## config.mk

```make
export PLATFORM = sky130hd
export DESIGN_NAME = sba_result_queue_flat
export DESIGN_NICKNAME = d
export VERILOG_FILES = /design/src/rtl/core/sba_pkg.sv /design/src/rtl/core/sba_stream_if.sv /design/src/rtl/core/sba_result_queue.sv /design/src/flat_wrapper.sv
export SDC_FILE = /design/constraint.sdc
export NUM_CORES = 1
export LEC_CHECK = 0
export BUFFER_PORTS_ARGS = -buffer_cell sky130_fd_sc_hd__buf_2
export CAP_MARGIN = 5
export CORE_AREA = 8 8 51 53
export CTS_CLUSTER_DIAMETER = 120
export CTS_CLUSTER_SIZE = 30
export DETAILED_ROUTE_END_ITERATION = 10
export DIE_AREA = 0 0 59 61
export PLACE_DENSITY = 0.9
export SLEW_MARGIN = 20
export SYNTH_ARGS = -nofsm -noshare
export SYNTH_HDL_FRONTEND = slang
export SYNTH_SLANG_ARGS = --single-unit
export TNS_END_PERCENT = 10
```

## constraint.sdc

```tcl
create_clock -name clk_i -period 3 [get_ports clk_i]
set_input_delay 0.3 -clock clk_i [delete_from_list [all_inputs] [get_ports clk_i]]
set_output_delay 0.3 -clock clk_i [all_outputs]
set_load 0.005 [all_outputs]
```

## src/rtl/core/sba_pkg.sv

```systemverilog
// ----------------------------------------------------------------------------
// sba_pkg
// Shared types, register map and constants of the selection boundary unit.
// ----------------------------------------------------------------------------
package sba_pkg;

  localparam int DEFAULT_MAX_WIDTH  = 4096;
  localparam int DEFAULT_MAX_HEIGHT = 4096;

  // register map of the configuration port
  localparam int CFG_DATA_W  = 13;
  localparam int CFG_INDEX_W = 2;
  localparam int PHASE_W     = 3;

  localparam logic [CFG_INDEX_W-1:0] REG_VIEW_WIDTH  = 2'd0;
  localparam logic [CFG_INDEX_W-1:0] REG_VIEW_HEIGHT = 2'd1;
  localparam logic [CFG_INDEX_W-1:0] REG_DASH_PHASE  = 2'd2;

  localparam logic [CFG_DATA_W-1:0] RESET_VIEW_WIDTH  = 13'd640;
  localparam logic [CFG_DATA_W-1:0] RESET_VIEW_HEIGHT = 13'd480;
  localparam logic [PHASE_W-1:0]    RESET_DASH_PHASE  = 3'd0;

  localparam logic [7:0]         INSIDE_LEVEL = 8'd128;
  localparam logic [PHASE_W-1:0] DASH_HALF    = 3'd4;

  // pixel color codes
  localparam logic [1:0] COLOR_CLEAR = 2'd0;
  localparam logic [1:0] COLOR_BLACK = 2'd1;
  localparam logic [1:0] COLOR_WHITE = 2'd2;

  // result queue
  localparam int QUEUE_DEPTH = 4;
  localparam int QUEUE_PTR_W = $clog2(QUEUE_DEPTH);
  localparam int QUEUE_CNT_W = $clog2(QUEUE_DEPTH + 1);

  typedef struct packed {
    logic [7:0] coverage_sample;
  } sample_t;

  typedef struct packed {
    logic [11:0] pixel_x;
    logic [11:0] pixel_y;
    logic [1:0]  pixel_color;
    logic        last_of_run;
  } result_t;

  // one line store entry: row two above and row above
  typedef struct packed {
    logic older;
    logic recent;
  } row_bits_t;

  // push request into the result queue
  typedef struct packed {
    logic [1:0] count;
  } push_t;

  function automatic logic [1:0] dash_color(logic [PHASE_W-1:0] pos);
    return (pos < DASH_HALF) ? COLOR_BLACK : COLOR_WHITE;
  endfunction

endpackage

```

## src/rtl/core/sba_stream_if.sv

```systemverilog
// ----------------------------------------------------------------------------
// sba_stream_if
// Valid/ready stream channel carrying one payload item per request.
// ----------------------------------------------------------------------------
interface sba_stream_if #(
  parameter type payload_t = logic
) ();

  logic     valid;
  logic     ready;
  payload_t payload;

  modport source (output valid, output payload, input ready);
  modport sink   (input valid, input payload, output ready);

endinterface

```

## src/rtl/core/sba_result_queue.sv

```systemverilog
// ----------------------------------------------------------------------------
// sba_result_queue
// Small result queue: takes up to two results a cycle, delivers one.
// ----------------------------------------------------------------------------
module sba_result_queue (
  input  logic                 clk_i,
  input  logic                 rst_ni,
  input  sba_pkg::push_t       push_i,
  input  sba_pkg::result_t     item_a_i,
  input  sba_pkg::result_t     item_b_i,
  output logic                 space_o,
  sba_stream_if.source         out_o
);

  localparam int PW = sba_pkg::QUEUE_PTR_W;
  localparam int CW = sba_pkg::QUEUE_CNT_W;

  sba_pkg::result_t slots_q [sba_pkg::QUEUE_DEPTH];

  logic [PW-1:0] wr_ptr_q, wr_ptr_d;
  logic [PW-1:0] rd_ptr_q, rd_ptr_d;
  logic [CW-1:0] cnt_q, cnt_d;
  logic          pop;

  assign pop = out_o.valid && out_o.ready;

  always_comb begin
    wr_ptr_d = wr_ptr_q + PW'(push_i.count);
    rd_ptr_d = rd_ptr_q + PW'(pop);
    cnt_d    = cnt_q + CW'(push_i.count) - CW'(pop);
  end

  always_ff @(posedge clk_i or negedge rst_ni) begin
    if (!rst_ni) begin
      wr_ptr_q <= '0;
      rd_ptr_q <= '0;
      cnt_q    <= '0;
    end else begin
      wr_ptr_q <= wr_ptr_d;
      rd_ptr_q <= rd_ptr_d;
      cnt_q    <= cnt_d;
    end
  end

  always_ff @(posedge clk_i) begin
    if (push_i.count != 2'd0) begin
      slots_q[wr_ptr_q] <= item_a_i;
    end
    if (push_i.count == 2'd2) begin
      slots_q[wr_ptr_q + PW'(1)] <= item_b_i;
    end
  end

  // leave room for a full two-result request
  assign space_o       = (cnt_q <= CW'(sba_pkg::QUEUE_DEPTH - 2));
  assign out_o.valid   = (cnt_q != '0);
  assign out_o.payload = slots_q[rd_ptr_q];

endmodule

```

## src/flat_wrapper.sv

```systemverilog
// flat-port wrapper written by rule: the top's interface ports become plain ports
module sba_result_queue_flat 
  (clk_i, rst_ni, push_i, item_a_i, item_b_i, space_o, out_o_valid, out_o_payload, out_o_ready);
  sba_stream_if out_o_i ();
  input  logic clk_i;
  input  logic rst_ni;
  input  sba_pkg::push_t push_i;
  input  sba_pkg::result_t item_a_i;
  input  sba_pkg::result_t item_b_i;
  output logic space_o;
  output wire logic [$bits(out_o_i.valid)-1:0] out_o_valid;
  output wire logic [$bits(out_o_i.payload)-1:0] out_o_payload;
  input wire logic [$bits(out_o_i.ready)-1:0] out_o_ready;
  assign out_o_valid = out_o_i.valid;
  assign out_o_payload = out_o_i.payload;
  assign out_o_i.ready = out_o_ready;
  sba_result_queue u_core (.clk_i(clk_i), .rst_ni(rst_ni), .push_i(push_i), .item_a_i(item_a_i), .item_b_i(item_b_i), .space_o(space_o), .out_o(out_o_i));
endmodule
```

# ---- Word-level counts from Yosys, hierarchy flattened
# Memory sizes are Yosys's and may differ from the RTL's.
# Index checks and enable logic that the tools add are counted.
# W data, S select, Z words.
dict set report op_classes {
  add_sub_neg 5
  reduce_logical 3
  eq_ne 1
  n_mux 4
  n_lt_le_gt_ge 1
}
# operator count
set ops {}
lappend ops {{$mux W1} 4}
lappend ops {{$add A3 B2 Y3} 1}
lappend ops {{$le A3 B2 Y1 const B} 1}
lappend ops {{$reduce_bool A3 Y1} 1}
lappend ops {{$sub A3 B1 Y3} 1}
lappend ops {{$add A2 B1 Y2} 1}
lappend ops {{$add A2 B1 Y2 const B} 1}
lappend ops {{$add A2 B2 Y2} 1}
lappend ops {{$eq A2 B2 Y1 const B} 1}
lappend ops {{$reduce_bool A2 Y1} 1}
lappend ops {{$logic_and A1 B1 Y1} 1}
dict set report word_totals {
  register_bits 7
  ramBits 108
  mem_count 1
  out_inout_bits 3
}
# name depth word_bits rd rd_ports_with_merged_regs write_ports line_no
set mem_list {}
lappend mem_list {u_core.slots_q 4 27 1 0 2 sba_result_queue.sv:18} ;# sba_pkg::result_t slots_q [sba_pkg::QUEUE_DEPTH];

# ---- Longest topological paths before layout
# Gate-level depths: netlist (run 1).
dict set report depth {
  word_depth 3
  mapped_depth 7
}

# ---- Worst setup path before layout (run 1)
# OpenSTA, ideal clock, no wires.
dict set report synth_path {
  path_type {reg2reg}
  startpoint {register u_core.cnt_q[2]}
  endpoint {register u_core.cnt_q[2]}
  stages_incl_launch_ff 7
  arrival_ps 1547
  t_required_ps 2920
  setup_slack_ps 1373
  cell_sequence {dfrtp_1 -> o21ai_0 -> mux2i_1 -> ha_1 -> fa_1 -> xnor2_1 -> xnor2_1}
}
dict set report synth_via {
  elab_chain_cells 3
  word_cells_on_any_way 4
}
# element line_no
set synth_rtl {}
lappend synth_rtl {{start: declaration} sba_result_queue.sv:22} ;# logic [CW-1:0] cnt_q, cnt_d;
lappend synth_rtl {{start signal: assignment} sba_result_queue.sv:41} ;# cnt_q <= cnt_d;
lappend synth_rtl {{parallel branches: the longest is 2 deep, another holds $add A3 B2 Y3} --}
lappend synth_rtl {{$sub A3 B1 Y3 *} sba_result_queue.sv:30} ;# cnt_d = cnt_q + CW'(push_i.count) - CW'(pop);
lappend synth_rtl {{named net u_core.cnt_d[2]} sba_result_queue.sv:22}
# Mark *: on every way through the listed nets, which the timed path passes.

# ---- Worst setup path in the final report (run 1)
# Ends and elaborated chain as after synthesis.

==> impl_metrics.tcl, run 1 <==
set metrics [dict create \
    path_clk_slew_ps 70 \
    fmax_mhz 537 \
    critPathLaunch "u_core.cnt_q[2]" \
    status "finished, final reports clean" \
    synth_fp_nets 113 \
    cts.sinks 11 \
    power.density_mw_per_mm2 883 \
    post-route-util_pct 41.0 \
    period_needed_ps 1860 \
    clock_latency_ps 260 \
    drv_slew 0 \
    reg2reg_slack_ps 1140 \
    avgSynthCellArea_um2 13.1 \
    crit_arrival_ps 2050 \
    final_antenna_net_count 0 \
    gp_congestion 0.724 \
    htreeDepth 1 \
    timing.setup.tns_ps 0 \
    r2r-start "u_core.cnt_q[2]" \
    rsz0062_at_grt "no" \
    drv_cap 0 \
    grt_pass1_vias 461 \
    antenna_found_initial 0 \
    cts_setup_buffers 0 \
    hold_violations 0 \
    crit_fanout 6 \
    routedWlPerCell_um 12.6 \
    p_leak_nw 0.304 \
    area_growth_pct 15.0 \
    drc 0 \
    vias 432 \
    cp-end-kind "flop" \
    drive_above_1_share_pct 27.4 \
    first_pass_iters 5 \
    clockRootBuffer "clkbuf_4" \
    rr_endpoint "u_core.cnt_q[2]" \
    synth_top_area_share_pct 26.7 \
    whs_ps 315 \
    grt_pass1_wl_um 1930 \
    dp_hpwl_um 894 \
    vdd_drop_max_uv 351 \
    netlist_area_um2 657 \
    finalSetupViolCount 0 \
    start_kind "flop" \
    critPathCapture "u_core.cnt_q[2]" \
    start_util_pct 35.7 \
    synth_cells 50 \
    tightest_slew_ps 339 \
    die_h_um 61 \
    fin_skew_ps 1.57 \
    rows 16 \
    ys_seq_area_share_pct 45.0 \
    total_power_mw 0.667 \
    max-slew-margin-rel_pct 77.1 \
    track_usage_pct 7.16 \
    routed_via_density 4.85 \
    clockBufferDepth 2 \
    min-delay-start "push_i[1]" \
    die_w_um 59 \
    worstSetupPathType "flop to flop" \
    yosys_register_bits 11 \
    cts_resized 0 \
    routed_wl_um 1120 \
    diodes 0 \
    min_period_over_period_pct 62.0 \
    cts_tree "done" \
    port_buffers 9 \
    yosys.area.top_type "dfrtp_1" \
    globalRouteOverflowTotal 0 \
    reg2reg_depth 6 \
    synthDistinctLibCells 30 \
    initialDrtViolationCount 9 \
    worstPathRequired_ps 3190 \
    hold_buffers 1 \
    final_net_count 126 \
    yosysWarnings 0 \
    boundaryPins 62 \
    cts_buffers 3 \
    worstHoldPathType "input port to flop" \
    synthTopCellsByArea "dfrtp_1 27%, edfxtp_1 18%, xnor2_1 8.0%" \
    core_mm2 0.00184 \
    grt_max_degree 12 \
    dieArea_mm2 0.00360 \
]
## layout by cell type, fill, tap and decap left out, types with 2 or more instances in the layout
cell type,n
buf_2,9
dfrtp_1,7
xnor2_1,6
edfxtp_1,4
inv_1,3
ha_1,3
clkbuf_4,3
mux2i_1,2
mux2_1,2
## where the power goes
| group | internal, mW | leakage (nW) | switching, mW |
|---|---|---|---|
| Clock | 0.0514 | 0.0150 | 0.0504 |
| Sequential | 0.229 | 0.119 | 0.0870 |
| Combinational | 0.150 | 0.170 | 0.0995 |
| Total | 0.431 | 0.304 | 0.237 |
## final cells by class
type	count	area, µm²
fill	180	1090
multi-input combinational	34	334
sequential	11	295
timing repair buffer	10	55.1
tap	27	33.8
clock buffer	4	26.3
inverter	3	11.3
## synth_stat cells
library cell / number
mux2_2: 1
ha_1: 3
and4bb_1: 1
o311ai_1: 1
or2_2: 1
o31ai_1: 1
nor4b_2: 1
edfxtp_1: 4
clkbuf_2: 1
o211ai_1: 1
mux4_2: 1
o311ai_0: 1
buf_6: 1
or3b_1: 1
mux2i_1: 2
o21ai_0: 1
nand4bb_1: 1
a21oi_1: 1
nand3b_1: 1
nor2_1: 1
dfrtp_1: 7
inv_1: 3
xnor2_1: 6
nor2b_1: 1
nand4b_1: 1
mux2_4: 1
nand2_1: 1
or3_1: 1
mux2_1: 2
fa_1: 1
## routing by layer
layer / vias up / wire length, µm / global-route usage, %
met5: - / 0 / 0
met4: 0 / 29 / 6.14
met3: 2 / 40 / 1.91
met2: 6 / 617 / 13.1
met1: 215 / 435 / 6.46
li1: 209 / - / -
## logic make-up after synthesis
family	after synthesis	synth area share, %
multiplexers	7	13.9
AND/OR/NAND/NOR	11	13.7
buffers and inverters	5	4.19
XOR/XNOR	6	8.00
adder cells (fa/ha/maj)	4	8.76
AO/OA/AOI/OAI	6	6.48
flip-flops	11	45.0
## worst max-delay path: stages, from the launching register on
cell and delay, ps:
dfrtp_1 440, o21ai_0 260, mux2i_1 120, ha_1 210
fa_1 400, xnor2_1 220, xnor2_1 140
## registers in the layout, summed over array words and instances, names as in the netlist
register	flops
u_core.wr_ptr_q	2
u_core.slots_q	4
u_core.cnt_q	3
u_core.rd_ptr_q	2
## metrics by stage
stage	area [µm²]	setup WS, ps	instances
after global placement	719	1310	84
after global routing	756	977	89
final	756	1140	89
after detailed placement	719	1170	84
after CTS	756	1150	89
after floorplan	657	1370	50
## worst min-delay path by stage
stage / to / depth (start not counted)
after CTS: u_core.wr_ptr_q[1] / 2
after global placement: u_core.rd_ptr_q[0] / 1
final: u_core.wr_ptr_q[1] / 2
after detailed placement: u_core.cnt_q[2] / 1
after global routing: u_core.wr_ptr_q[1] / 2
after floorplan: u_core.cnt_q[0] / 0
Note: power is estimated with default switching activity, not from simulation.
==> run 2, diff against run 1 <==
ABC_AREA = 1   (was unset)
CORE_AREA = 8 8 52 54   (was 8 8 51 53)
DIE_AREA = 0 0 60 62   (was 0 0 59 61)
PLACE_DENSITY = 0.86   (was 0.9)
clock period = 1.9 ns   (was 3 ns; I/O delays follow)
==> impl_metrics.tcl, run 2 <==
set metrics [dict create \
    post-route-util_pct 39.4 \
    vdd_drop_max_uv 454 \
    cts_resized 0 \
    worstPathRequired_ps 2060 \
    p_comb_share_pct 41.4 \
    dpl.cell_count 110 \
    reg2reg_slack_ps 210 \
    gp_congestion 0.814 \
    largest_reg_flops 4 \
    clockBufferDepth 2 \
    core_mm2 0.00190 \
    min-delay-start "out_o_ready" \
    boundaryPins 62 \
    final_area_um2 749 \
    cp-end-kind "flop" \
    rsz0062_at_grt "no" \
    fillers 190 \
    tightest_slew_ps 281 \
    total_power_mw 1.06 \
    p_sw_mw 0.430 \
    dieArea_mm2 0.00372 \
    reg2reg_depth 8 \
    drc 0 \
    crit_arrival_ps 1850 \
    drv_slew 0 \
    instances_no_fill 115 \
    initialDrtViolationCount 24 \
    p_leak_nw 0.367 \
    final_common_cell "nand2_1" \
    clock_latency_ps 260 \
    grt_pass1_vias 509 \
    synthDistinctLibCells 17 \
    synthMostInstantiatedCell "nand2_1" \
    area_growth_pct 16.1 \
    cts.sinks 11 \
    worstHoldPathType "input port to flop" \
    r2r-start "u_core.cnt_q[0]" \
    period_needed_ps 1690 \
    async_reset_ff_share_pct 63.6 \
    routed_wl_um 1190 \
    antenna_found_initial 0 \
    final_antenna_net_count 0 \
    hold_depth 3 \
    fin_skew_ps 2.42 \
    cts_buffers 3 \
    drive_above_1_share_pct 18.2 \
    final_net_count 152 \
    netlist_area_um2 646 \
    top_register "u_core.slots_q" \
    yosys.area.top_type "dfrtp_1" \
    start_kind "flop" \
    rows 16 \
    routedWlPerCell_um 10.4 \
    drv_cap 0 \
    finalSetupViolCount 0 \
    yosys_register_bits 11 \
    synth_edf_count 4 \
    fmax_mhz 591 \
    yosysWarnings 0 \
    crit_fanout 6 \
    synth-main-ff-cell "dfrtp_1" \
    port_buffers 9 \
    power.density_mw_per_mm2 1410 \
    ys_seq_area_share_pct 45.7 \
    worstSetupPathType "flop to flop" \
    netSwitchingFraction_pct 40.7 \
    synth_cells 75 \
    hold_violations 0 \
    grt_pass1_wl_um 2070 \
    hold-path-endpoint "u_core.rd_ptr_q[0]" \
    power_frac_seq_pct 44.1 \
    path_clk_slew_ps 60 \
    synthTopCellsByArea "dfrtp_1 27%, edfxtp_1 19%, nand2_1 12%" \
    max-slew-margin-rel_pct 81.2 \
    start_util_pct 33.9 \
    die_h_um 62 \
    final_cell_mix "20 x nand2_1, 9 x buf_2, 7 x inv_1, 7 x nand3_1, 7 x dfrtp_1" \
    min_period_over_period_pct 89.1 \
    rr_endpoint "u_core.cnt_q[2]" \
    avgSynthCellArea_um2 8.61 \
    first_pass_iters 4 \
    clockRootBuffer "clkbuf_4" \
    vias 546 \
    globalRouteOverflowTotal 0 \
    synth_fp_nets 138 \
    pwr-share-clk_pct 14.5 \
    place_area_um2 713 \
    diodes 0 \
    track_usage_pct 7.28 \
    htreeDepth 1 \
    ys_top_cells_by_count "20 x nand2_1, 7 x dfrtp_1, 7 x inv_1, 7 x nand3_1" \
    grt_max_degree 9 \
    routed_via_density 4.75 \
    timing.setup.tns_ps 0 \
    die_w_um 60 \
    cts_tree "done" \
    synth_top_area_share_pct 27.1 \
    dp_hpwl_um 989 \
    largest_registers "u_core.slots_q (4), u_core.cnt_q (3)" \
    status "finished, final reports clean" \
    p_int_mw 0.627 \
]
run 2: timing repair:
item,4_1_cts,5_1_grt
hold endpoints to repair,7,0
hold buffers,1,0
buffers inserted,0,0
run 2: through the flow:
stage / setup slack [ps] / hold WS, ps
floorplan: 304 / -106
global placement: 246 / 30.2
detailed placement: 203 / 31.6
CTS: 192 / 220
global route: 59.6 / 229
finish: 207 / 231
run 2: cells by family after synthesis:
logic type                 Yosys count  share of synthesized area [%]
and+or+nand+nor                     38                           26.5
xor gates and xnor gates             2                           2.71
buffers and inverters               11                           7.56
DFF                                 11                           45.7
AOI/OAI and AO/OA                    9                           8.53
adders and majority gates            4                           8.92
run 2: final cells by class:
| cell class | count | area, µm² | share of cell area, % |
|---|---|---|---|
| clock buffer | 4 | 26.3 | 3.51 |
| inverter | 10 | 37.5 | 5.01 |
| multi-input combinational | 53 | 302 | 40.2 |
| sequential | 11 | 295 | 39.4 |
| tap | 27 | 33.8 | 4.51 |
| timing repair buffer | 10 | 55.1 | 7.35 |
run 2: power groups by stage:
stage | Combinational (mW) | Sequential, mW | Clock [mW]
6_report | 0.437 | 0.466 | 0.153
5_1_grt | 0.513 | 0.481 | 0.183
4_1_cts | 0.447 | 0.465 | 0.162
3_5_place_dp | 0.445 | 0.469 | 0
3_3_place_gp | 0.410 | 0.462 | 0
2_1_floorplan | 0.364 | 0.430 | 0
run 2: worst max path at each step:
stage | start | endpoint | slack [ps] | cells past startpoint
4_1_cts | u_core.cnt_q[0] | u_core.cnt_q[2] | 190 | 8
2_1_floorplan | u_core.cnt_q[0] | u_core.cnt_q[2] | 300 | 8
5_1_grt | u_core.cnt_q[0] | u_core.cnt_q[2] | 60 | 8
6_report | u_core.cnt_q[0] | u_core.cnt_q[2] | 210 | 8
3_3_place_gp | u_core.cnt_q[2] | u_core.cnt_q[2] | 250 | 8
3_5_place_dp | u_core.cnt_q[0] | u_core.cnt_q[2] | 200 | 8
run 2: per-layer routing:
layer / track usage [%] / share of wire (%)
met5: 0 / 0
met4: 5.10 / 1.9
met3: 2.47 / 9.1
met2: 12.2 / 49
met1: 7.60 / 40
run 2: critical path: stages, from the launching register on:
cell     delay (ps)
dfrtp_1         400
nor2_1          100
nand2_1         130
nand3_1         140
o21ai_0         110
ha_1            200
fa_1            390
nand2_1          80
nand2_1          50
==> run 3, diff against run 2 <==
CORE_AREA = 8 8 51 53   (was 8 8 52 54)
CTS_CLUSTER_SIZE = unset   (was 30)
DIE_AREA = 0 0 59 61   (was 0 0 60 62)
PLACE_DENSITY = 0.89   (was 0.86)
clock period = 2.13 ns   (was 1.9 ns; I/O delays follow)
==> impl_metrics.tcl, run 3 (synthesis results as in run 2) <==
set metrics [dict create \
    fillers 210 \
    dieArea_mm2 0.00360 \
    cts_setup_buffers 0 \
    drv_cap 0 \
    die_h_um 61 \
    timing.setup.tns_ps 0 \
    routed_wl_um 1410 \
    start_kind "flop" \
    path_clk_slew_ps 80 \
    initialDrtViolationCount 26 \
    hold-path-endpoint "u_core.rd_ptr_q[0]" \
    p_leak_nw 0.370 \
    drive_above_1_share_pct 19.3 \
    core_mm2 0.00184 \
    routedWlPerCell_um 12.2 \
    worstHoldPathType "input port to flop" \
    grt_pass1_vias 604 \
    reg2reg_slack_ps 370 \
    routed_via_density 4.86 \
    crit_fanout 6 \
    status "finished, final reports clean" \
    track_usage_pct 9.11 \
    max-slew-margin-rel_pct 81.1 \
    drc 0 \
    cp-end-kind "flop" \
    area_growth_pct 16.3 \
    worstSetupPathType "flop to flop" \
    finalSetupViolCount 0 \
    fin_skew_ps 4.22 \
    reg2reg_depth 8 \
    min_period_over_period_pct 82.6 \
    grt_max_degree 9 \
    rows 16 \
    cts_buffers 3 \
    start_util_pct 35.1 \
    hold_depth 3 \
    top_register "u_core.slots_q" \
    fmax_mhz 568 \
    final_net_count 152 \
    crit_arrival_ps 1920 \
    port_buffers 9 \
    dp_hpwl_um 1110 \
    htreeDepth 1 \
    gp_congestion 0.663 \
    hold_violations 0 \
    power.density_mw_per_mm2 1280 \
    r2r-start "u_core.cnt_q[0]" \
    period_needed_ps 1760 \
    rr_endpoint "u_core.cnt_q[2]" \
    rsz0062_at_grt "no" \
    vdd_drop_max_uv 747 \
    tightest_slew_ps 284 \
    cts_tree "done" \
    cts.sinks 11 \
    grt_pass1_wl_um 2440 \
    final_common_cell "nand2_1" \
    final_cell_mix "20 x nand2_1, 9 x buf_2, 7 x inv_1, 7 x nand3_1, 7 x dfrtp_1" \
    clock_latency_ps 270 \
    largest_registers "u_core.slots_q (4), u_core.cnt_q (3)" \
    antenna_found_initial 0 \
    boundaryPins 62 \
    diodes 0 \
    whs_ps 243 \
    total_power_mw 0.960 \
    worstPathRequired_ps 2290 \
    first_pass_iters 4 \
    drv_slew 0 \
    min-delay-start "out_o_ready" \
    globalRouteOverflowTotal 0 \
    die_w_um 59 \
    largest_reg_flops 4 \
    vias 559 \
    final_antenna_net_count 0 \
    clockRootBuffer "clkbuf_4" \
    clockBufferDepth 2 \
]
[run 3: cell count changes in the layout (fill, tap and decap cells not counted), sizes merged]
cell and delta:
clkinv +1, clkbuf -1
[run 3: how the worst max path moves through the flow]
| stage | from | endpoint | slack [ps] | cells past startpoint |
|---|---|---|---|---|
| finish | u_core.cnt_q[0] | u_core.cnt_q[2] | 370 | 8 |
| global route | u_core.cnt_q[0] | u_core.cnt_q[2] | 250 | 8 |
| CTS | u_core.cnt_q[0] | u_core.cnt_q[2] | 370 | 8 |
| detailed placement | u_core.cnt_q[0] | u_core.cnt_q[2] | 390 | 8 |
| global placement | u_core.cnt_q[0] | u_core.cnt_q[2] | 470 | 8 |
| floorplan | u_core.cnt_q[0] | u_core.cnt_q[2] | 530 | 8 |
[run 3: what timing repair did]
| action | CTS | global route |
|---|---|---|
| hold buffers | 1 | 0 |
| hold endpoints to repair | 7 | 0 |
| gates resized for setup | 0 | 0 |
[run 3: stage by stage]
step                instances  utilization [%]  cell area (µm²)  worst slack (ps)
floorplan                  75                -              646               534
global placement          110             38.7              713               474
detailed placement        110             38.7              713               385
CTS                       115             40.8              751               373
global route              115             40.8              751               246
finish                    115             40.8              751               371
[run 3: layout make-up]
| type | count | area (µm²) | area share (%) |
|---|---|---|---|
| tap | 27 | 33.8 | 4.50 |
| clock inverter | 1 | 5.00 | 0.667 |
| clock buffer | 3 | 22.5 | 3.00 |
| timing repair buffer | 10 | 55.1 | 7.33 |
| multi-input combinational | 53 | 302 | 40.2 |
| sequential | 11 | 295 | 39.3 |
| inverter | 10 | 37.5 | 5.00 |
[run 3: power breakdown]
part | switching (mW) | internal (mW)
clock | 0.0752 | 0.0694
combinational | 0.239 | 0.161
sequential | 0.0914 | 0.324
[run 3: critical path, stage by stage, from the launching register on]
cell and delay, ps:
dfrtp_1 400, nor2_1 110, nand2_1 140, nand3_1 140, o21ai_0 120, ha_1 210
fa_1 380, nand2_1 90, nand2_1 60
[run 3: per-layer routing]
| metal | part of all wire, % | vias up | global-route usage (%) |
|---|---|---|---|
| li1 | - | 279 | - |
| met5 | 0 | - | 0 |
| met3 | 3.2 | 4 | 2.33 |
| met2 | 57 | 9 | 16.4 |
| met1 | 37 | 267 | 8.03 |
| met4 | 2.8 | 0 | 9.22 |
